File: config.mk
export PLATFORM = sky130hd
export DESIGN_NAME = line_sensor_escape_direction
export DESIGN_NICKNAME = d
export VERILOG_FILES = /design/src/design/lsed_pkg.sv /design/src/design/lsed_vec_sum.sv /design/src/design/lsed_cordic.sv /design/src/design/line_sensor_escape_direction.sv
export SDC_FILE = /design/constraint.sdc
export NUM_CORES = 1
export LEC_CHECK = 0
export ABC_AREA = 1
export BUFFER_PORTS_ARGS = -buffer_cell sky130_fd_sc_hd__buf_2
export CAP_MARGIN = 20
export CORE_MARGIN = 2
export CORE_UTILIZATION = 30
export DETAILED_ROUTE_END_ITERATION = 8
export SYNTH_ARGS = -nofsm -noshare
export SYNTH_HDL_FRONTEND = slang
export SYNTH_SLANG_ARGS = --single-unit
File: constraint.sdc
create_clock -name clk -period 11.2 [get_ports clk]
set_clock_uncertainty 0.2 [all_clocks]
set_input_delay 1.12 -clock clk [delete_from_list [all_inputs] [get_ports clk]]
set_output_delay 1.12 -clock clk [all_outputs]
set_load 0.02 [all_outputs]
File: src/design/lsed_pkg.sv
// Shared types, constants and lookup tables for the line-sensor escape direction block.
// No dependencies. Used by lsed_vec_sum, lsed_cordic and line_sensor_escape_direction.
package lsed_pkg;

  // Mounting-angle table size and index width
  localparam int ANGLE_COUNT = 16;
  localparam int ANGLE_IDX_W = 4;

  // Vector sum width: 16 entries of magnitude below 2^30
  localparam int SUM_W = 35;
  // CORDIC datapath width: sum plus growth from the CORDIC gain
  localparam int CW = 37;
  // Angle accumulator width, units of 2^-16 degree
  localparam int ZW = 27;

  localparam int CORDIC_STEPS = 22;
  localparam int STEP_W = 5;

  localparam logic signed [ZW-1:0] DEG_180 = 27'sd11796480;

  // Sequencer states
  typedef enum logic [2:0] {
    S_IDLE,
    S_SUM,
    S_LOAD,
    S_ROT,
    S_OUT
  } lsed_state_t;

  // Control for the vector accumulator
  typedef struct packed {
    logic clr;
    logic add;
  } sum_ctrl_t;

  // Control for the CORDIC unit
  typedef struct packed {
    logic load;
    logic rotate;
  } cordic_ctrl_t;

  // Cosine of each mounting angle, scaled by 1e9
  function automatic logic signed [SUM_W-1:0] unit_cos(input logic [ANGLE_IDX_W-1:0] idx);
    logic signed [SUM_W-1:0] v;
    case (idx)
      4'd0:    v = 35'sd882947593;
      4'd1:    v = 35'sd996194698;
      4'd2:    v = 35'sd961261696;
      4'd3:    v = 35'sd777145961;
      4'd4:    v = 35'sd484809620;
      4'd5:    v = 35'sd104528463;
      4'd6:    v = -35'sd275637356;
      4'd7:    v = -35'sd629320391;
      4'd8:    v = -35'sd874619707;
      4'd9:    v = -35'sd994521895;
      4'd10:   v = -35'sd961261696;
      4'd11:   v = -35'sd777145961;
      4'd12:   v = -35'sd484809620;
      4'd13:   v = -35'sd104528463;
      4'd14:   v = 35'sd275637356;
      4'd15:   v = 35'sd629320391;
      default: v = '0;
    endcase
    return v;
  endfunction

  // Sine of each mounting angle, scaled by 1e9
  function automatic logic signed [SUM_W-1:0] unit_sin(input logic [ANGLE_IDX_W-1:0] idx);
    logic signed [SUM_W-1:0] v;
    case (idx)
      4'd0:    v = -35'sd469471563;
      4'd1:    v = -35'sd87155743;
      4'd2:    v = 35'sd275637356;
      4'd3:    v = 35'sd629320391;
      4'd4:    v = 35'sd874619707;
      4'd5:    v = 35'sd994521895;
      4'd6:    v = 35'sd961261696;
      4'd7:    v = 35'sd777145961;
      4'd8:    v = 35'sd484809620;
      4'd9:    v = 35'sd104528463;
      4'd10:   v = -35'sd275637356;
      4'd11:   v = -35'sd629320391;
      4'd12:   v = -35'sd874619707;
      4'd13:   v = -35'sd994521895;
      4'd14:   v = -35'sd961261696;
      4'd15:   v = -35'sd777145961;
      default: v = '0;
    endcase
    return v;
  endfunction

  // atan(2^-i) in units of 2^-16 degree, rounded to nearest
  function automatic logic signed [ZW-1:0] atan_q16(input logic [STEP_W-1:0] step);
    logic signed [ZW-1:0] v;
    case (step)
      5'd0:    v = 27'sd2949120;
      5'd1:    v = 27'sd1740967;
      5'd2:    v = 27'sd919879;
      5'd3:    v = 27'sd466945;
      5'd4:    v = 27'sd234379;
      5'd5:    v = 27'sd117304;
      5'd6:    v = 27'sd58666;
      5'd7:    v = 27'sd29335;
      5'd8:    v = 27'sd14668;
      5'd9:    v = 27'sd7334;
      5'd10:   v = 27'sd3667;
      5'd11:   v = 27'sd1833;
      5'd12:   v = 27'sd917;
      5'd13:   v = 27'sd458;
      5'd14:   v = 27'sd229;
      5'd15:   v = 27'sd115;
      5'd16:   v = 27'sd57;
      5'd17:   v = 27'sd29;
      5'd18:   v = 27'sd14;
      5'd19:   v = 27'sd7;
      5'd20:   v = 27'sd4;
      5'd21:   v = 27'sd2;
      default: v = '0;
    endcase
    return v;
  endfunction

endpackage

File: src/design/lsed_vec_sum.sv
// Vector accumulator: adds the unit vector of one mounting angle per cycle while add is set.
// Depends on lsed_pkg (tables, widths, sum_ctrl_t).
module lsed_vec_sum (
  input  logic                                 clk,
  input  lsed_pkg::sum_ctrl_t                  ctrl,
  input  logic [lsed_pkg::ANGLE_IDX_W-1:0]     idx,
  output logic signed [lsed_pkg::SUM_W-1:0]    sum_x,
  output logic signed [lsed_pkg::SUM_W-1:0]    sum_y
);
  import lsed_pkg::*;

  // One table read and one add per axis each cycle in which add is set
  always_ff @(posedge clk) begin
    if (ctrl.clr) begin
      sum_x <= '0;
      sum_y <= '0;
    end else if (ctrl.add) begin
      sum_x <= sum_x + unit_cos(idx);
      sum_y <= sum_y + unit_sin(idx);
    end
  end

endmodule

File: src/design/lsed_cordic.sv
// CORDIC vectoring unit: one micro-rotation per cycle while rotate is set, angle clamped to +/-180 degrees.
// Depends on lsed_pkg (widths, atan table, cordic_ctrl_t).
module lsed_cordic (
  input  logic                                 clk,
  input  lsed_pkg::cordic_ctrl_t               ctrl,
  input  logic [lsed_pkg::STEP_W-1:0]          step,
  input  logic signed [lsed_pkg::SUM_W-1:0]    vec_x,
  input  logic signed [lsed_pkg::SUM_W-1:0]    vec_y,
  output logic signed [lsed_pkg::ZW-1:0]       angle
);
  import lsed_pkg::*;

  logic signed [CW-1:0] x;
  logic signed [CW-1:0] y;
  logic signed [ZW-1:0] z;
  logic signed [CW-1:0] x_in;
  logic signed [CW-1:0] y_in;
  logic signed [CW-1:0] dx;
  logic signed [CW-1:0] dy;

  // Widen the sums; shared shifters for the rotation
  always_comb begin
    x_in = CW'(vec_x);
    y_in = CW'(vec_y);
    dx   = y >>> step;
    dy   = x >>> step;
  end

  // Load folds the left half-plane onto the right; then rotate towards y = 0
  always_ff @(posedge clk) begin
    if (ctrl.load) begin
      if (x_in[CW-1]) begin
        x <= -x_in;
        y <= -y_in;
        z <= y_in[CW-1] ? -DEG_180 : DEG_180;
      end else begin
        x <= x_in;
        y <= y_in;
        z <= '0;
      end
    end else if (ctrl.rotate) begin
      if (!y[CW-1]) begin
        x <= x + dx;
        y <= y - dy;
        z <= z + atan_q16(step);
      end else begin
        x <= x - dx;
        y <= y + dy;
        z <= z - atan_q16(step);
      end
    end
  end

  // Clamp to the closed half-turn either side
  always_comb begin
    if (z > DEG_180) begin
      angle = DEG_180;
    end else if (z < -DEG_180) begin
      angle = -DEG_180;
    end else begin
      angle = z;
    end
  end

endmodule

File: src/design/line_sensor_escape_direction.sv
// Top level of the line-sensor escape direction block: latches, sequencer, output register.
// Depends on lsed_pkg, lsed_vec_sum and lsed_cordic.
//
// Keeps sixteen sticky line-sensor hit latches. Each input transfer optionally clears
// them, ORs in new hits, and yields one result: line_seen, and escape_angle, the whole-
// degree direction opposite the summed unit vectors of the set sensors (latch 12 follows
// latch 11, latch 13 follows latch 14). From its transfer to the next possible input
// transfer, an item passes a scan of each fitted latch through the vector adder, a load
// step, 22 iterations of the shared CORDIC rotation unit, a move into the output register
// (held while the previous result is still unaccepted) and the idle state, in which the
// next transfer is taken. The input side is ready only while the sequencer is idle; a
// finished result waits in the output register without blocking the next input transfer.
module line_sensor_escape_direction #(
  parameter int NUM_SENSORS = 16
) (
  input  logic              clk,
  input  logic              rst,
  input  logic              in_valid,
  output logic              in_ready,
  input  logic [15:0]       hit_mask,
  input  logic              clear_latches,
  output logic              out_valid,
  input  logic              out_ready,
  output logic              line_seen,
  output logic signed [8:0] escape_angle
);
  import lsed_pkg::*;

  localparam int SCAN   = (NUM_SENSORS < ANGLE_COUNT) ? NUM_SENSORS : ANGLE_COUNT;
  localparam int IDX_W  = (SCAN > 1) ? $clog2(SCAN) : 1;
  localparam logic signed [ZW-1:0] RND_HALF = 27'sd128;

  lsed_state_t                state;
  lsed_state_t                state_next;
  logic [15:0]                latches;
  logic [15:0]                eff;
  logic [IDX_W-1:0]           idx;
  logic [STEP_W-1:0]          step;
  logic                       vec_zero;
  sum_ctrl_t                  sum_ctrl;
  cordic_ctrl_t               cordic_ctrl;
  logic                       out_load;
  logic signed [SUM_W-1:0]    sum_x;
  logic signed [SUM_W-1:0]    sum_y;
  logic signed [ZW-1:0]       angle;
  logic signed [ZW-1:0]       z_rnd;
  logic signed [ZW-1:0]       z_neg;
  logic signed [ZW-1:0]       deg_mag;
  logic signed [8:0]          deg;
  logic signed [8:0]          esc;
  logic                       in_xfer;

  assign in_xfer = in_valid && in_ready;

  // Effective latches: 12 follows 11 and 13 follows 14, masked to the fitted sensors
  always_comb begin
    eff     = latches;
    eff[12] = latches[11];
    eff[13] = latches[14];
    for (int i = 0; i < 16; i++) begin
      if (i >= NUM_SENSORS) begin
        eff[i] = 1'b0;
      end
    end
  end

  // Sticky latches
  always_ff @(posedge clk) begin
    if (rst) begin
      latches <= '0;
    end else if (in_xfer) begin
      latches <= (clear_latches ? 16'h0000 : latches) | hit_mask;
    end
  end

  // State register
  always_ff @(posedge clk) begin
    if (rst) begin
      state <= S_IDLE;
    end else begin
      state <= state_next;
    end
  end

  // Next state and control
  always_comb begin
    state_next   = state;
    in_ready     = 1'b0;
    sum_ctrl     = '0;
    cordic_ctrl  = '0;
    out_load     = 1'b0;
    case (state)
      S_IDLE: begin
        in_ready     = 1'b1;
        sum_ctrl.clr = 1'b1;
        if (in_valid) begin
          state_next = S_SUM;
        end
      end
      S_SUM: begin
        sum_ctrl.add = eff[ANGLE_IDX_W'(idx)];
        if (idx == IDX_W'(SCAN - 1)) begin
          state_next = S_LOAD;
        end
      end
      S_LOAD: begin
        cordic_ctrl.load = 1'b1;
        state_next       = S_ROT;
      end
      S_ROT: begin
        cordic_ctrl.rotate = 1'b1;
        if (step == STEP_W'(CORDIC_STEPS - 1)) begin
          state_next = S_OUT;
        end
      end
      S_OUT: begin
        if (!out_valid || out_ready) begin
          out_load   = 1'b1;
          state_next = S_IDLE;
        end
      end
      default: begin
        state_next = S_IDLE;
      end
    endcase
  end

  // Scan and iteration counters, zero-vector flag
  always_ff @(posedge clk) begin
    if (rst) begin
      idx  <= '0;
      step <= '0;
    end else begin
      if (state == S_SUM) begin
        idx <= idx + IDX_W'(1);
      end else begin
        idx <= '0;
      end
      if (state == S_ROT) begin
        step <= step + STEP_W'(1);
      end else begin
        step <= '0;
      end
    end
  end

  always_ff @(posedge clk) begin
    if (state == S_LOAD) begin
      vec_zero <= (sum_x == '0) && (sum_y == '0);
    end
  end

  lsed_vec_sum u_vec_sum (
    .clk   (clk),
    .ctrl  (sum_ctrl),
    .idx   (ANGLE_IDX_W'(idx)),
    .sum_x (sum_x),
    .sum_y (sum_y)
  );

  lsed_cordic u_cordic (
    .clk   (clk),
    .ctrl  (cordic_ctrl),
    .step  (step),
    .vec_x (sum_x),
    .vec_y (sum_y),
    .angle (angle)
  );

  // Snap to 1/256 degree, truncate to whole degrees, turn by a half revolution
  always_comb begin
    z_rnd   = (angle + RND_HALF) >>> 8;
    z_neg   = -z_rnd;
    deg_mag = z_rnd[ZW-1] ? (z_neg >>> 8) : (z_rnd >>> 8);
    if (vec_zero) begin
      deg = '0;
    end else if (z_rnd[ZW-1]) begin
      deg = -deg_mag[8:0];
    end else begin
      deg = deg_mag[8:0];
    end
    esc = deg[8] ? (deg + 9'sd180) : (deg - 9'sd180);
  end

  // Output register
  always_ff @(posedge clk) begin
    if (rst) begin
      out_valid <= 1'b0;
    end else if (out_load) begin
      out_valid <= 1'b1;
    end else if (out_ready) begin
      out_valid <= 1'b0;
    end
  end

  always_ff @(posedge clk) begin
    if (out_load) begin
      line_seen    <= |eff;
      escape_angle <= (|eff) ? esc : 9'sd0;
    end
  end

endmodule

==> results by group, run 1 <==
Final layout
  – Inserted Diodes: 0
  – Storage cell area: 0.00699 sq mm
  – Area growth syn-to-layout: 8.51%
  – Fin area: 0.0304 sq mm
  – FILL cells: 10,200
  – Commonest cells after routing, fill and taps aside: nand2_1, o21ai_0, inv_1
  – Most common library cell in the layout ignoring fill and taps: nand2_1
  – Nets: 4,440
  – Share of layout cells above drive strength 1: 5.33%
  – Area of the multi-input gates: 0.0184 sq mm

Synth
  – Mean Syn Cell Area: 6.54 sq um
  – Fraction of registers with async set or reset after synthesis: 0%
  – Synth Cell Area: 0.0280 sq mm
  – Synth Net Count: 4,497
  – Yosys reg bits: 293
  – Syn Inst Count: 4,278
  – Yosys warns: 0
  – Sequential element share of the synthesized area: 25.0%
  – Post-synth top flop: dfxtp_1
  – Post-synth EDFFs: 112
  – Count of different cell masters after synthesis: 66

Setup path
  – Worst Reg-to-Reg Cells: 34
  – CP Max Fanout: 49
  – CP most frequent cell: nand2_1
  – CP Capture Type: register
  – Crit. Startpoint: step[1]$_SDFF_PP0_
  – R2R setup slack: 3.61 ns
  – Reg2reg end: u_cordic.x[34]$_DFFE_PN_
  – Reg-to-reg startpoint: step[1]$_SDFF_PP0_
  – WP depth: 34
  – Worst path max stage delay: 0.60 ns
  – CP Data Required Time: 11.36 ns
  – Slowest CP cell: inv_2
  – CP Capture Point: u_cordic.x[34]$_DFFE_PN_
  – Worst Path Arrival: 7.75 ns
  – WS Path Type: register to register
  – CP top delay family: compound AO/OA/AOI/OAI gates
  – Buf/Inv on CP: 6
  – Kind of start point of the critical path: register

Die
  – Chip height: 309 um
  – Row count: 112
  – DIE AREA: 0.0957 sq mm
  – Starting Density: 30.1%
  – # IOs: 33
  – Die Wd: 309 um
  – Core Region: 0.0929 sq mm

Clocking
  – Post_cts resized: 0
  – Clk buf depth: 3
  – Root Buffer: clkbuf_16
  – Clock transition at the registers of the reported paths: 0.05 ns
  – Cts bufs inserted: 35
  – Number of hold buffers added after cts: 0
  – CTS tree: done
  – Post-CTS setup buffers: 0
  – H-tree levels: 2
  – Clock sinks: 293
  – Clk_lat worst skew: 0.55 ns

Place
  – DPL Wire Length: 68,200 um
  – DP Area: 0.0293 sq mm
  – RePlAce Congestion: 0.939
  – PortBufs: 30

GRT
  – Grt ovf: 0
  – GRT Overall Usage: 17.7%
  – Vias in the first global route: 25,200
  – Largest net degree at the start of global routing: 83
  – Initial antenna violation count: 0
  – First-pass GRT wire length: 136,000 um

Job
  – Max-Cap Viols: 0

STA
  – FMAX: 132 MHz
  – Final critical-path share of the clock period: 67.8%
  – Setup violators final: 0
  – Final hold viol count: 0
  – Crit path time final: 7.59 ns
  – RSZ-0062 raised after global routing: false
  – Max-slew violations: 0
  – TNS Setup: 0 ns
  – Relative slew margins: 34.3%
  – Worst slew pin tran: 0.986 ns

Route
  – 1st-iter DRT viols: 2,134
  – Final ANT Viol Nets: 0
  – DRC Markers: 0
  – Pre-antenna DRT Iters: 6
  – WL/cell: 15.7 um
  – Wirelength, routed: 86,600 um
  – Vias: 27,600
  – Number of vias per cell: 5.01

Power and ir drop
  – LEAKAGE: 13.7 nW
  – Power Density: 314 mW/mm^2
  – Worst ir drop on vdd: 0.000135 V

Run status
  – Status: finished, final reports clean

Worst hold path
  – Hold WC Path Type: register to register
[cells in the mapped netlist (all sizes together) (57+ instances only)]
cell	instances	area share [%]
nand3	190	3.6
clkbuf	93	1.2
mux2i	64	2.3
o21ai	529	9.5
a21oi	412	7.4
inv	501	6.7
ha	193	8.6
buf	57	1.2
xnor2	80	2.5
edfxtp	112	12
dfxtp	181	13
nand2	876	12
xor2	113	3.5
nor2	481	6.7
nor3	81	1.6
[through the flow]
stage | utilization, % | total power (W) | cells | worst slack (ns) | hold WS [ns]
global route | 32.7 | 0.0105 | 5498 | 2.83 | 0.330
floorplan | - | 0.00675 | 4278 | 5.96 | 0.265
global placement | 31.5 | 0.00828 | 5438 | 3.76 | 0.283
detailed placement | 31.5 | 0.00832 | 5438 | 3.74 | 0.286
finish | 32.7 | 0.00954 | 5498 | 3.61 | 0.295
CTS | 32.7 | 0.00950 | 5498 | 3.72 | 0.303
[how the worst min path moves through the flow]
stage	startpoint	endpoint	slack, ns	depth (start not counted)
after global routing	latches[5]$_SDFFE_PP0P_	latches[5]$_SDFFE_PP0P_	0.33	2
after global placement	latches[5]$_SDFFE_PP0P_	latches[5]$_SDFFE_PP0P_	0.28	2
final	latches[5]$_SDFFE_PP0P_	latches[5]$_SDFFE_PP0P_	0.30	2
after detailed placement	latches[5]$_SDFFE_PP0P_	latches[5]$_SDFFE_PP0P_	0.29	2
after floorplan	latches[5]$_SDFFE_PP0P_	latches[5]$_SDFFE_PP0P_	0.27	2
after CTS	latches[5]$_SDFFE_PP0P_	latches[5]$_SDFFE_PP0P_	0.30	2
[layout make-up]
class / instances / area share (%)
inverter: 505 / 6.25
sequential: 293 / 23.0
tap: 1254 / 5.17
multi-input combinational: 3330 / 60.8
clock buffer: 46 / 3.26
timing repair buffer: 56 / 1.14
clock inverter: 14 / 0.387
[where the power goes]
part | total, W | switching [W] | internal, W
logic | 0.00651 | 0.00420 | 0.00231
clock network | 0.00113 | 0.000477 | 0.000648
registers | 0.00191 | 0.000283 | 0.00162
total | 0.00954 | 0.00496 | 0.00458
[metal layers]
layer  global-route usage (%)  part of all wire, %
met3                     1.48                  5.4
met2                     27.6                   43
met4                     5.90                  3.2
met1                     25.5                   49
met5                        0                    0
[worst min-delay path, stage by stage (launching register included)]
cell and delay (ns):
dfxtp_1 0.32, a22oi_1 0.06, nor2_1 0.07
[cells by family (layout without fill, tap and decap cells)]
kind of cell	count (synthesis)	count (layout)	synth area share [%]
buffers and inverters	655	621	9.19
AND/OR/NAND/NOR	1731	1731	26.2
flip-flops	293	293	25.0
multiplexers	64	64	2.29
adder cells (fa/ha/maj)	198	198	8.99
XOR/XNOR	193	193	6.04
AO/OA/AOI/OAI	1144	1144	22.3
(Power assumes the default switching activity.)
==> inputs of run 2 (changes only) <==
==> constraint.sdc (replaced) <==
create_clock -name clk -period 7.3 [get_ports clk]
set_clock_uncertainty 0.2 [all_clocks]
set_input_delay 0.73 -clock clk [delete_from_list [all_inputs] [get_ports clk]]
set_output_delay 0.73 -clock clk [all_outputs]
set_load 0.02 [all_outputs]
==> results by group, run 2 (synthesis gave the netlist of run 1 again) <==
STA
  – Max-slew violations: 0
  – FMAX: 151 MHz
  – Final hold viol count: 0
  – Setup slack after layout: 0.687 ns
  – TNS Setup: 0 ns
  – Crit path time final: 6.61 ns
  – Setup violators final: 0
  – Worst slew pin tran: 0.994 ns
  – Relative slew margins: 33.7%
  – Final critical-path share of the clock period: 90.6%
  – RSZ-0062 raised after global routing: false

Setup path
  – Buf/Inv on CP: 5
  – CP Data Required Time: 7.49 ns
  – Worst path max stage delay: 0.59 ns
  – Worst Path Arrival: 6.80 ns
  – Slowest CP cell: inv_2
  – Worst Reg-to-Reg Cells: 33
  – Kind of start point of the critical path: register
  – CP top delay family: compound AO/OA/AOI/OAI gates
  – CP most frequent cell: nand2_1
  – CP Max Fanout: 47
  – CP Capture Type: register
  – WP depth: 33
  – WS Path Type: register to register

Clocking
  – Clock transition at the registers of the reported paths: 0.06 ns
  – Cts bufs inserted: 36
  – Clk buf depth: 3
  – Number of hold buffers added after cts: 0
  – Post_cts resized: 0
  – CTS tree: done
  – H-tree levels: 2
  – Clock sinks: 293
  – Root Buffer: clkbuf_16
  – Post-CTS setup buffers: 0
  – Clk_lat worst skew: 0.56 ns

Final layout
  – Most common library cell in the layout ignoring fill and taps: nand2_1
  – Area of the multi-input gates: 0.0184 sq mm
  – Nets: 4,452
  – FILL cells: 10,100
  – Inserted Diodes: 0
  – Storage cell area: 0.00699 sq mm
  – Area growth syn-to-layout: 9.38%
  – Commonest cells after routing, fill and taps aside: nand2_1, o21ai_0, inv_1
  – Utilization after layout: 32.9%
  – Share of layout cells above drive strength 1: 5.68%

Die
  – Die Wd: 309 um
  – DIE AREA: 0.0957 sq mm
  – Starting Density: 30.1%
  – Core Region: 0.0929 sq mm
  – # IOs: 33
  – Row count: 112
  – Chip height: 309 um

Route
  – Final ANT Viol Nets: 0
  – Wirelength, routed: 87,200 um
  – Vias: 27,600
  – Number of vias per cell: 5.00
  – 1st-iter DRT viols: 2,090
  – DRC Markers: 0
  – Pre-antenna DRT Iters: 6
  – WL/cell: 15.8 um

Place
  – PortBufs: 30
  – RePlAce Congestion: 0.936
  – Pre-CTS WS: 0.503 ns
  – DPL Wire Length: 68,700 um

Job
  – Max-Cap Viols: 0

GRT
  – Largest net degree at the start of global routing: 81
  – Initial antenna violation count: 0
  – First-pass GRT wire length: 138,000 um
  – Grt ovf: 0
  – GRT Overall Usage: 17.9%
  – Vias in the first global route: 25,300

Power and ir drop
  – Worst ir drop on vdd: 0.000210 V
  – LEAKAGE: 13.8 nW
  – Power Density: 486 mW/mm^2

Worst hold path
  – Hold WC Path Type: primary input to register
  – Worst hold stages: 3

Run status
  – Status: finished, final reports clean
-- run 2: changes by cell type in the layout (fill, tap and decap cells not counted), moves of 2 or more --
cell        previous run  this run
o21ai_1               36        38
o21ai_0              493       491
bufinv_16              1         5
buf_12                 0         2
buf_4                 26        35
clkinvlp_4             1         3
-- run 2: path summary, 6_finish.rpt --
path,slack [ns],startpoint,end
setup reg to reg,0.69,step[2]$_SDFF_PP0_,u_cordic.x[34]$_DFFE_PN_
hold reg to reg,0.31,latches[5]$_SDFFE_PP0P_,latches[5]$_SDFFE_PP0P_
hold / removal,0.24,hit_mask[8],latches[8]$_SDFFE_PP0P_
setup / recovery,0.69,step[2]$_SDFF_PP0_,u_cordic.x[34]$_DFFE_PN_
-- run 2: power breakdown --
group | switching [W] | internal, W
clock | 0.000759 | 0.00113
combinational | 0.00648 | 0.00357
sequential | 0.000424 | 0.00249
total | 0.00766 | 0.00720
-- run 2: area by class of cell --
class / instances / area share, %
repair buffers: 67 / 1.48
clock buffers: 44 / 3.17
well taps: 1254 / 5.13
clock inverters: 21 / 0.875
flip-flops and latches: 293 / 22.8
inverters: 505 / 6.22
multi-input cells: 3330 / 60.3
-- run 2: metrics by stage --
stage / power, W / hold WS, ns / std cells / instance area, sq um
2_1_floorplan: 0.0104 / 0.265 / 4278 / 28000
6_report: 0.0149 / 0.242 / 5514 / 30600
5_1_grt: 0.0164 / 0.253 / 5514 / 30600
3_3_place_gp: 0.0127 / 0.282 / 5449 / 29300
3_5_place_dp: 0.0128 / 0.300 / 5449 / 29300
4_1_cts: 0.0147 / 0.215 / 5514 / 30600
-- run 2: routing by layer --
metal	share of wire, %	GRT usage (%)	vias to the layer above
met2	43	27.9	679
li1	-	-	14300
met5	0	0	-
met4	3.0	5.72	0
met1	50	25.9	12400
met3	4.6	1.42	132
-- run 2: worst register-to-register path: cells and delay by family (launching register included) --
family | cells | cell delay (ns)
compound gates | 8 | 2.03
xor+xnor | 2 | 0.44
fa+ha+maj | 1 | 0.39
buf+inv | 5 | 1.20
flops | 1 | 0.32
mux | 2 | 0.55
simple gates | 15 | 1.29
